`src/rtl/vcc_pkg.sv`:
```
// ----------------------------------------------------------------------------
// vcc_pkg
// Shared types, codes and helpers for the vending credit and change block.
// ----------------------------------------------------------------------------
package vcc_pkg;

    localparam int DEF_ITEM_SLOTS = 16;
    localparam int CREDIT_W       = 10;
    localparam int COUNT_W        = 8;
    localparam int COIN_TYPES     = 3;

    localparam logic [CREDIT_W-1:0] CREDIT_MAX = '1;
    localparam logic [COUNT_W-1:0]  COUNT_MAX  = '1;

    // x / 5 == (x * 205) >> 10 for every 10-bit x
    localparam logic [7:0] DIV5_MUL   = 8'd205;
    localparam int         DIV5_SHIFT = 10;

    localparam logic [2:0] KIND_COIN      = 3'd0;
    localparam logic [2:0] KIND_SELECT    = 3'd1;
    localparam logic [2:0] KIND_CHANGE    = 3'd2;
    localparam logic [2:0] KIND_LOAD_ITEM = 3'd3;
    localparam logic [2:0] KIND_LOAD_COIN = 3'd4;

    localparam logic [1:0] COIN_QUARTER = 2'd0;
    localparam logic [1:0] COIN_DIME    = 2'd1;
    localparam logic [1:0] COIN_NICKEL  = 2'd2;

    localparam logic [2:0] ST_COIN      = 3'd0;
    localparam logic [2:0] ST_DISPENSED = 3'd1;
    localparam logic [2:0] ST_SHORT     = 3'd2;
    localparam logic [2:0] ST_EMPTY     = 3'd3;
    localparam logic [2:0] ST_NO_CREDIT = 3'd4;
    localparam logic [2:0] ST_NO_CHANGE = 3'd5;
    localparam logic [2:0] ST_PAID      = 3'd6;
    localparam logic [2:0] ST_LOADED    = 3'd7;

    typedef struct packed {
        logic [COUNT_W-1:0] stock;
        logic [COUNT_W-1:0] price;
    } item_entry_t;

    typedef struct packed {
        logic               ok;
        logic [COUNT_W-1:0] quarters;
        logic [COUNT_W-1:0] dimes;
        logic [COUNT_W-1:0] nickels;
    } change_t;

    // Map the unused coin code onto the nickel.
    function automatic logic [1:0] coin_slot(input logic [1:0] raw);
        logic [1:0] slot;
        slot = (raw == COIN_QUARTER || raw == COIN_DIME) ? raw : COIN_NICKEL;
        return slot;
    endfunction

    function automatic logic [2:0] coin_value(input logic [1:0] slot);
        logic [2:0] value;
        case (slot)
            COIN_QUARTER: value = 3'd5;
            COIN_DIME:    value = 3'd2;
            default:      value = 3'd1;
        endcase
        return value;
    endfunction

endpackage

```
`src/rtl/vending_credit_and_change.sv`:
```
// ----------------------------------------------------------------------------
// vending_credit_and_change
// Vending controller: credit, coin stock and item slots, one result per event.
//
//  channel | dir | tdata                                   | tuser
//  s_      | in  | coin_type, item_index, stock_value,     | kind
//          |     | price_nickels                           |
//  m_      | out | quarters_out, dimes_out, nickels_out,   | status
//          |     | credit_now                              |
//
// Each transaction reads the item memory when the event is taken in S_IDLE,
// then updates state and loads the output register in S_EXEC.
// An event is taken while the output register still holds a result; the
// update cycle waits until that result is taken.
// Reset clears credit, coin stock and all slot valid bits at once.
// ----------------------------------------------------------------------------
module vending_credit_and_change
    import vcc_pkg::*;
#(
    parameter int ITEM_SLOTS = DEF_ITEM_SLOTS
)
(
    input  logic        clk,
    input  logic        rst_n,
    input  logic        s_tvalid,
    output logic        s_tready,
    input  logic [23:0] s_tdata,   // coin_type, item_index, stock_value, price_nickels
    input  logic [2:0]  s_tuser,   // kind
    output logic        m_tvalid,
    input  logic        m_tready,
    output logic [39:0] m_tdata,   // quarters_out, dimes_out, nickels_out, credit_now
    output logic [2:0]  m_tuser    // status
);

    localparam int ADDR_W = (ITEM_SLOTS > 1) ? $clog2(ITEM_SLOTS) : 1;

    typedef enum logic [1:0] {
        S_IDLE = 2'b01,
        S_EXEC = 2'b10
    } state_t;

    state_t              state_reg, state_next;
    logic [2:0]          kind_reg;
    logic [1:0]          ct_reg;
    logic                slot_ok_reg;
    logic [ADDR_W-1:0]   addr_reg;
    logic [COUNT_W-1:0]  sval_reg;
    logic [COUNT_W-1:0]  pval_reg;
    logic [COUNT_W-1:0]  quot_reg;
    logic [CREDIT_W-1:0] credit_reg, credit_next;
    logic [COUNT_W-1:0]  coin_reg [COIN_TYPES];
    logic [COUNT_W-1:0]  coin_next [COIN_TYPES];

    logic                out_valid_reg;
    logic [2:0]          status_reg, status_next;
    logic [COUNT_W-1:0]  q_out_reg, q_out_next;
    logic [COUNT_W-1:0]  d_out_reg, d_out_next;
    logic [COUNT_W-1:0]  n_out_reg, n_out_next;

    logic                accept;
    logic                fire;
    logic [8:0]          idx_ext;
    logic [ADDR_W-1:0]   in_addr;
    logic                in_slot_ok;
    logic [17:0]         quot_prod;
    item_entry_t         rd_entry;
    item_entry_t         entry;
    item_entry_t         wr_entry;
    logic                wr_en;
    logic [CREDIT_W:0]   credit_sum;
    change_t             change;

    assign idx_ext    = {5'b0, s_tdata[5:2]};
    assign in_addr    = idx_ext[ADDR_W-1:0];
    assign in_slot_ok = (idx_ext < 9'(ITEM_SLOTS));
    assign quot_prod  = {8'b0, credit_reg} * {10'b0, DIV5_MUL};

    assign s_tready = (state_reg == S_IDLE);
    assign accept   = s_tvalid && s_tready;
    assign fire     = (state_reg == S_EXEC) && (!out_valid_reg || m_tready);

    vcc_item_mem #(
        .ITEM_SLOTS (ITEM_SLOTS),
        .ADDR_W     (ADDR_W)
    ) u_mem (
        .clk     (clk),
        .rst_n   (rst_n),
        .rd_en   (accept),
        .rd_addr (in_addr),
        .rd_data (rd_entry),
        .wr_en   (wr_en),
        .wr_addr (addr_reg),
        .wr_data (wr_entry)
    );

    vcc_change u_change (
        .credit  (credit_reg),
        .quot5   (quot_reg),
        .stock_q (coin_reg[COIN_QUARTER]),
        .stock_d (coin_reg[COIN_DIME]),
        .stock_n (coin_reg[COIN_NICKEL]),
        .change  (change)
    );

    always_comb
    begin
        state_next = state_reg;
        case (state_reg)
            S_IDLE:  if (accept) state_next = S_EXEC;
            S_EXEC:  if (fire) state_next = S_IDLE;
            default: state_next = S_IDLE;
        endcase
    end

    always_comb
    begin
        entry       = slot_ok_reg ? rd_entry : '0;
        credit_sum  = {1'b0, credit_reg} + {8'b0, coin_value(ct_reg)};
        credit_next = credit_reg;
        coin_next   = coin_reg;
        status_next = ST_LOADED;
        q_out_next  = '0;
        d_out_next  = '0;
        n_out_next  = '0;
        wr_en       = 1'b0;
        wr_entry    = entry;

        case (kind_reg)
            KIND_COIN:
            begin
                credit_next = credit_sum[CREDIT_W] ? CREDIT_MAX
                                                   : credit_sum[CREDIT_W-1:0];
                if (coin_reg[ct_reg] != COUNT_MAX)
                begin
                    coin_next[ct_reg] = coin_reg[ct_reg] + 8'd1;
                end
                status_next = ST_COIN;
            end
            KIND_SELECT:
            begin
                if (entry.stock != '0 && credit_reg >= {2'b00, entry.price})
                begin
                    credit_next    = credit_reg - {2'b00, entry.price};
                    wr_en          = 1'b1;
                    wr_entry.stock = entry.stock - 8'd1;
                    status_next    = ST_DISPENSED;
                end
                else if (credit_reg < {2'b00, entry.price})
                begin
                    status_next = ST_SHORT;
                end
                else
                begin
                    status_next = ST_EMPTY;
                end
            end
            KIND_CHANGE:
            begin
                if (credit_reg == '0)
                begin
                    status_next = ST_NO_CREDIT;
                end
                else if (change.ok)
                begin
                    coin_next[COIN_QUARTER] = coin_reg[COIN_QUARTER] - change.quarters;
                    coin_next[COIN_DIME]    = coin_reg[COIN_DIME] - change.dimes;
                    coin_next[COIN_NICKEL]  = coin_reg[COIN_NICKEL] - change.nickels;
                    credit_next = '0;
                    q_out_next  = change.quarters;
                    d_out_next  = change.dimes;
                    n_out_next  = change.nickels;
                    status_next = ST_PAID;
                end
                else
                begin
                    status_next = ST_NO_CHANGE;
                end
            end
            KIND_LOAD_ITEM:
            begin
                wr_en          = slot_ok_reg;
                wr_entry.stock = sval_reg;
                wr_entry.price = pval_reg;
            end
            KIND_LOAD_COIN:
            begin
                coin_next[ct_reg] = sval_reg;
            end
            default:
            begin
                status_next = ST_LOADED;
            end
        endcase

        if (!fire)
        begin
            wr_en = 1'b0;
        end
    end

    always_ff @(posedge clk or negedge rst_n)
    begin
        if (!rst_n)
        begin
            state_reg     <= S_IDLE;
            credit_reg    <= '0;
            coin_reg      <= '{default: '0};
            out_valid_reg <= 1'b0;
        end
        else
        begin
            state_reg <= state_next;
            if (fire)
            begin
                credit_reg    <= credit_next;
                coin_reg      <= coin_next;
                out_valid_reg <= 1'b1;
            end
            else if (m_tready)
            begin
                out_valid_reg <= 1'b0;
            end
        end
    end

    always_ff @(posedge clk)
    begin
        if (accept)
        begin
            kind_reg    <= s_tuser;
            ct_reg      <= coin_slot(s_tdata[1:0]);
            slot_ok_reg <= in_slot_ok;
            addr_reg    <= in_addr;
            sval_reg    <= s_tdata[13:6];
            pval_reg    <= s_tdata[21:14];
            quot_reg    <= quot_prod[DIV5_SHIFT+COUNT_W-1:DIV5_SHIFT];
        end
        if (fire)
        begin
            status_reg <= status_next;
            q_out_reg  <= q_out_next;
            d_out_reg  <= d_out_next;
            n_out_reg  <= n_out_next;
        end
    end

    assign m_tvalid = out_valid_reg;
    assign m_tuser  = status_reg;
    assign m_tdata  = {6'b0, credit_reg, n_out_reg, d_out_reg, q_out_reg};

endmodule

```
`src/rtl/vcc_item_mem.sv`:
```
// ----------------------------------------------------------------------------
// vcc_item_mem
// Item slot memory (stock and price) with a registered read and a
// valid bit per slot so unwritten slots read as empty with price zero.
// ----------------------------------------------------------------------------
module vcc_item_mem
    import vcc_pkg::*;
#(
    parameter int ITEM_SLOTS = DEF_ITEM_SLOTS,
    parameter int ADDR_W     = 4
)
(
    input  logic              clk,
    input  logic              rst_n,
    input  logic              rd_en,
    input  logic [ADDR_W-1:0] rd_addr,
    output item_entry_t       rd_data,
    input  logic              wr_en,
    input  logic [ADDR_W-1:0] wr_addr,
    input  item_entry_t       wr_data
);

    item_entry_t             mem [ITEM_SLOTS];
    logic [ITEM_SLOTS-1:0]   valid_reg;
    item_entry_t             rd_data_reg;
    logic                    rd_valid_reg;

    always_ff @(posedge clk)
    begin
        if (wr_en)
        begin
            mem[wr_addr] <= wr_data;
        end
        if (rd_en)
        begin
            rd_data_reg <= mem[rd_addr];
        end
    end

    always_ff @(posedge clk or negedge rst_n)
    begin
        if (!rst_n)
        begin
            valid_reg    <= '0;
            rd_valid_reg <= 1'b0;
        end
        else
        begin
            if (wr_en)
            begin
                valid_reg[wr_addr] <= 1'b1;
            end
            if (rd_en)
            begin
                rd_valid_reg <= valid_reg[rd_addr];
            end
        end
    end

    assign rd_data = rd_valid_reg ? rd_data_reg : '0;

endmodule

```
`src/rtl/vcc_change.sv`:
```
// ----------------------------------------------------------------------------
// vcc_change
// Greedy change split over quarters, dimes and nickels, bounded by stock.
// ----------------------------------------------------------------------------
module vcc_change
    import vcc_pkg::*;
(
    input  logic [CREDIT_W-1:0] credit,
    input  logic [COUNT_W-1:0]  quot5,
    input  logic [COUNT_W-1:0]  stock_q,
    input  logic [COUNT_W-1:0]  stock_d,
    input  logic [COUNT_W-1:0]  stock_n,
    output change_t             change
);

    logic [COUNT_W-1:0]  q;
    logic [COUNT_W-1:0]  d;
    logic [COUNT_W-1:0]  n;
    logic [CREDIT_W-1:0] five_q;
    logic [CREDIT_W-1:0] rem1;
    logic [CREDIT_W-2:0] half;
    logic [CREDIT_W-1:0] rem2;

    always_comb
    begin
        q      = (quot5 < stock_q) ? quot5 : stock_q;
        five_q = {q, 2'b00} + {2'b00, q};
        rem1   = credit - five_q;
        half   = rem1[CREDIT_W-1:1];
        d      = (half < {1'b0, stock_d}) ? half[COUNT_W-1:0] : stock_d;
        rem2   = rem1 - {1'b0, d, 1'b0};
        n      = (rem2 < {2'b00, stock_n}) ? rem2[COUNT_W-1:0] : stock_n;

        change.ok       = (rem2 == {2'b00, n});
        change.quarters = q;
        change.dimes    = d;
        change.nickels  = n;
    end

endmodule

```
`config.mk`:
```
export PLATFORM = sky130hd
export DESIGN_NAME = vending_credit_and_change
export DESIGN_NICKNAME = d
export VERILOG_FILES = /design/src/rtl/vcc_pkg.sv /design/src/rtl/vending_credit_and_change.sv /design/src/rtl/vcc_item_mem.sv /design/src/rtl/vcc_change.sv
export SDC_FILE = /design/constraint.sdc
export NUM_CORES = 1
export LEC_CHECK = 0
export ABC_AREA = 1
export ABC_CLOCK_PERIOD_IN_PS = 10100
export BUFFER_PORTS_ARGS = -buffer_cell sky130_fd_sc_hd__buf_2
export CORE_MARGIN = 1
export CORE_UTILIZATION = 30
export DETAILED_ROUTE_END_ITERATION = 10
export SYNTH_ARGS = -nofsm -noshare
export SYNTH_HDL_FRONTEND = slang
export SYNTH_SLANG_ARGS = --single-unit
```
`constraint.sdc`:
```
create_clock -name clk -period 10.1 [get_ports clk]
set_input_delay 2.02 -clock clk [delete_from_list [all_inputs] [get_ports clk]]
set_output_delay 2.02 -clock clk [all_outputs]
set_load 0.03 [all_outputs]
```
==> metrics, run 1 <==
fill count between 6000 and 7000; Post-synth EDFFs 332; GR Layer Usage met3 1.897%; vias in the first global route 15200; endpoints failing setup 0; drt wl/cell between 15 and 20 µm; Setup TNS 0 ns; RD Place Congestion 0.9175; worst r2r dst q_out_reg[7]; Yosys top cell area share 46.93%; Synth Warn # 0; fmax ~110 MHz; setup slack, reg-to-reg around 0.92 ns; area delta synth->final 14.14%; via count around 16000; #FFs+latches synth approximately 390; Final #Nets about 2300; I/O pin count 76; Post-synth ARST share between 10 and 15%; CP arrival ~9.6 ns; antenna violations before repair 0; Die X 268.1 µm; Worst setup SP type flip-flop; total CTS buffers 42; clock insertion delay at the later pin of the skew report just under 0.6 ns; Initial Util a little under a third; Slew Viols, Final 0; cell area after synthesis approximately 21000 µm²; first-iteration detailed-routing DRC count 1426; Max FO, Critical Path 17; max reg flops 256; CTS tree built; total grt overflow 0; Critical Path Start coin_reg[18]; Synth Instances between 2000 and 2500; top cells by count, synth edfxtp_1 (332), nand2_1 (294), inv_1 (257); # diodes 0; Hold Vio Cnt, Final 0; die height between 200 and 300 µm; WP buf/inv 10; Worst Min Path Start u_mem.valid_reg[15]; post-synthesis cell type count 61; dominant synthesized flop cell edfxtp_1; Synth Area per Inst roughly 10 µm²; largest net degree at the start of global routing a little under 90; Worst Path Required ~11 ns; outcome completed; input/output buffers 67; multi-input logic area roughly 8600 µm²; die area approximately 70000 µm²; sequential cell area around 11000 µm²; cell family with most CP delay compound AO/OA/AOI/OAI gates; first-pass GRT wire length 87560 µm; CP max stage cell dfrtp_1; Slew headroom a little over a tenth; Tmin final about 9 ns; row count 97; vias per cell approximately 5; reg2reg start coin_reg[18]; most common cell in the netlist edfxtp_1; synth top area cells edfxtp_1 (47%), ha_1 (7.1%), dfrtp_1 (6.2%); Max-cap violations 0; detailed-placement wirelength estimate 37640 µm; post-synth top area cell edfxtp_1; busiest grt layer met2; Worst setup endpoint q_out_reg[7]; CP Depth 50; clock skew between 0.015 and 0.02 ns; sequential area share after synthesis a little over half; Clock transition at path regs 0.06 ns; worst setup path class reg2reg; CTS Hold Bufs 0; GR Util met2 between 20% and 30%; Total GRT Usage 15.91%; period utilization ~90%; R2R depth 50; First-pass DRT Iterations 6; crit end category flip-flop; worst-margin pin slew approximately 1.3 ns; Post-route DRC 0; GR Layer Usage met1 between 10% and 20%; Clock Tree Root clkbuf_16; Max clock buf depth 3; unrepaired setup endpoints after global routing no; depth of the CTS H-tree 2; Core ar. between 70000 and 80000 µm²; worst hold path class reg2reg; number of nets with antenna violations after routing 0; slowest stage delay, CP ~0.49 ns; CTS Sinks between 300 and 400; share of cells above drive strength 1 ~11%; Total Wirelength around 57000 µm; Worst path most repeated cell nand2_1
[repair_timing]
action / 4_1_cts / 5_1_grt
setup buffers: 0 / 0
gates resized for setup: 0 / 3
endpoints found under the setup margin: 0 / 54
[metal layers]
metal	up-vias	routed length, µm
met1	7619	23900
met5	-	0
li1	7471	-
met2	517	28700
met4	0	1831
met3	128	2950
[layout make-up]
type,instances,share of cell area [%]
clock inverter,26,1.084
timing repair buffer,117,2.952
clock buffer,52,4.665
sequential,386,46.69
tap,940,4.851
multi-input combinational,1358,35.60
inverter,265,4.154
[stage by stage]
stage / setup WS [ns] / hold slack, ns / utilization, % / cell area (µm²) / cells
3_5_place_dp: 0.8251 / 0.4465 / 32.61 / 22840 / 3065
4_1_cts: 0.7359 / 0.4609 / 34.60 / 24230 / 3143
5_1_grt: 0.01250 / 0.4794 / 34.62 / 24250 / 3144
3_3_place_gp: 0.9487 / 0.4408 / 32.61 / 22840 / 3065
6_report: 0.9155 / 0.4546 / 34.62 / 24250 / 3144
2_1_floorplan: 1.281 / 0.4240 / - / 21260 / 2090
[worst register-to-register path: cells and delay by family (launching register included)]
kind                     cells  cell delay (ns)
flip-flops                   1             0.49
XOR/XNOR                     2             0.66
AO/OA/AOI/OAI               13             2.63
AND/OR/NAND/NOR             18             2.15
adder cells (fa/ha/maj)      7             1.82
buffers and inverters       10             1.24
[layout by cell type (no fill, tap or decap), types with 6 or more instances in the layout]
master / netlist / final
nand4_1: 20 / 20
nand2_1: 294 / 294
edfxtp_1: 332 / 332
clkbuf_16: 0 / 44
o221ai_1: 79 / 79
o211ai_1: 20 / 20
a22oi_1: 9 / 9
inv_1: 257 / 256
a21oi_1: 55 / 54
a211oi_1: 11 / 11
nor2_2: 2 / 15
buf_4: 8 / 52
nor3_1: 7 / 7
nand2_2: 8 / 8
xnor2_1: 7 / 7
mux2i_1: 55 / 55
nor2_1: 242 / 225
o21bai_1: 10 / 10
nand3_1: 104 / 104
conb_1: 1 / 6
clkinv_2: 1 / 7
nand3_2: 7 / 7
fa_1: 25 / 25
clkinv_1: 2 / 11
clkbuf_1: 63 / 8
or2_2: 13 / 13
ha_1: 121 / 121
o32ai_1: 10 / 10
dfrtp_1: 53 / 53
buf_2: 1 / 65
o21ai_0: 178 / 177
xor2_1: 28 / 28
nor2_4: 2 / 6
[kinds of logic after synthesis]
| kind of cell | after synthesis | synth area share [%] |
|---|---|---|
| fa+ha+maj | 146 | 9.482 |
| mux | 55 | 2.591 |
| flops | 386 | 53.30 |
| xor+xnor | 35 | 1.443 |
| buf+inv | 346 | 6.490 |
| compound gates | 402 | 11.94 |
| simple gates | 714 | 14.74 |
| other cells | 1 | 0.01765 |
[worst min-delay path by stage]
| stage | slack [ns] | endpoint | cells past startpoint |
|---|---|---|---|
| final | 0.45 | u_mem.valid_reg[15] | 2 |
| after global routing | 0.48 | u_mem.valid_reg[9] | 1 |
| after CTS | 0.46 | u_mem.valid_reg[15] | 2 |
| after floorplan | 0.42 | u_mem.valid_reg[11] | 2 |
| after global placement | 0.44 | u_mem.valid_reg[15] | 2 |
| after detailed placement | 0.45 | u_mem.valid_reg[15] | 2 |
Power of run 1 is left out: the tool's default activity adds up to more than one toggle a clock period on the data nets, which glitch-free logic cannot reach.
==> run 2: changes to the inputs <==
ABC_CLOCK_PERIOD_IN_PS = 9000   (was 10100)
clock period = 9 ns   (was 10.1 ns; I/O delays follow)
==> metrics, run 2 (synthesis gave the netlist of run 1 again) <==
outcome completed; Tmin final 8.348 ns (-0.8368 ns); Worst Path Required 9.48 ns (-1.04 ns); clock insertion delay at the later pin of the skew report 0.60 ns (+0.02 ns); area delta synth->final 15.65%; Hold Vio Cnt, Final 0 (unchanged); Clock transition at path regs 0.06 ns (about the same); Final #Nets 2364 (+0.72%); First-pass DRT Iterations 6 (unchanged); total CTS buffers 42 (unchanged); Worst Min Path Start u_mem.valid_reg[7]; unrepaired setup endpoints after global routing no; slowest stage delay, CP 0.48 ns (about the same); CTS tree built; CTS Hold Bufs 0 (unchanged); max reg flops 256 (unchanged); Max clock buf depth 3 (unchanged); Worst setup SP type flip-flop; cts repair resizes 0 (unchanged); share of cells above drive strength 1 12.65% (+1.3 points); placed cells 3083 (+0.59%); Slew headroom 9.835% (-0.94 points); reg2reg start coin_reg[17]; Post-CTS Setup Inserts 0 (unchanged); most common cell after layout, fill and taps aside edfxtp_1; vias in the first global route 15830 (+4.1%); input/output buffers 67 (unchanged); endpoints failing setup 0 (unchanged); Worst path most repeated cell nand2_1; sequential cell area 11320 µm² (unchanged); first-pass GRT wire length 89690 µm (+2.4%); Total GRT Usage 16.14% (+0.23 points); CTS Sinks 386 (unchanged); Total Wirelength 58150 µm (+1.3%); most frequent cells in the layout edfxtp_1 (332), nand2_1 (294), inv_1 (255), nor2_1 (224), o21ai_0 (175); die area 71880 µm² (unchanged); Max-cap violations 0 (unchanged); crit end category flip-flop; Setup TNS 0 ns (unchanged); via count 15910 (+1.1%); CP max stage cell fa_1; total grt overflow 0 (unchanged); I/O pin count 76 (unchanged); fill count 6930 (-0.36%); Critical Path Start coin_reg[17]; fmax 119.8 MHz (+10%); non-filler cells, final 3161 (+0.54%); period utilization 92.75% (+1.8 points); Max FO, Critical Path 11 (-6); CP arrival 8.83 ns (-0.78 ns); detailed-placement wirelength estimate 38650 µm (+2.7%); worst setup path class reg2reg; Initial Util 30.34% (unchanged); first-iteration detailed-routing DRC count 1345 (-5.7%); antenna violations before repair 0 (unchanged); clock skew 0.04545 ns (+0.02794 ns); Core ar. 70030 µm² (unchanged); fin util 35.08% (+0.46 points); die height 268.1 µm (unchanged); largest net degree at the start of global routing 104 (+18%); number of nets with antenna violations after routing 0 (unchanged); worst hold path class reg2reg; Post-route DRC 0 (unchanged); Die X 268.1 µm (unchanged); worst-margin pin slew 1.352 ns (+0.01412 ns); drt wl/cell 18.40 µm (+0.79%); Slew Viols, Final 0 (unchanged); vias per cell 5.033 (+0.56%); Clock Tree Root clkbuf_16; row count 97 (unchanged); depth of the CTS H-tree 2 (unchanged); RD Place Congestion 0.8969 (-2.2%); multi-input logic area 8682 µm² (+0.58%); # diodes 0 (unchanged)
## run 2: area by class of cell
| cell class | count | share of cell area [%] |
|---|---|---|
| inverters | 265 | 4.100 |
| flip-flops and latches | 386 | 46.08 |
| repair buffers | 134 | 3.432 |
| multi-input cells | 1358 | 35.34 |
| clock buffers | 49 | 4.471 |
| clock inverters | 29 | 1.788 |
| well taps | 940 | 4.787 |
## run 2: worst paths after layout
path | end | slack, ns | cells after the start
worst max register to register | coin_reg[4] | 0.65 | 54
worst max-delay path | coin_reg[4] | 0.65 | 54
min in group asynchronous | coin_reg[14] | 1.40 | 2
worst min-delay path | u_mem.valid_reg[7] | 0.46 | 2
max in group asynchronous | m_tvalid | 7.04 | 2
worst min register to register | u_mem.valid_reg[7] | 0.46 | 2
## run 2: worst max-delay path, delay by kind of cell (launching register included)
kind	cells	cell delay (ns)
AND/OR/NAND/NOR	23	2.18
buffers and inverters	8	0.69
flip-flops	1	0.43
AO/OA/AOI/OAI	12	2.07
XOR/XNOR	2	0.39
adder cells (fa/ha/maj)	9	2.48
## run 2: per-layer routing
layer	vias up	routed length (µm)	track usage, %
li1	7520	-	-
met1	7763	24350	20.08
met2	498	29090	28.70
met3	128	3002	2.254
met4	0	1714	5.112
met5	-	0	0
## run 2: stage by stage
step                      setup slack (ns)  instance area (µm²)  hold slack, ns
after CTS                           0.1519                24500          0.4607
after global routing               0.05216                24570          0.4796
after floorplan                     0.1810                21260          0.4240
after detailed placement            0.2207                22960          0.4477
after global placement              0.2779                22960          0.4387
final                               0.6523                24570          0.4573
Power of run 2 is left out for the same reason.
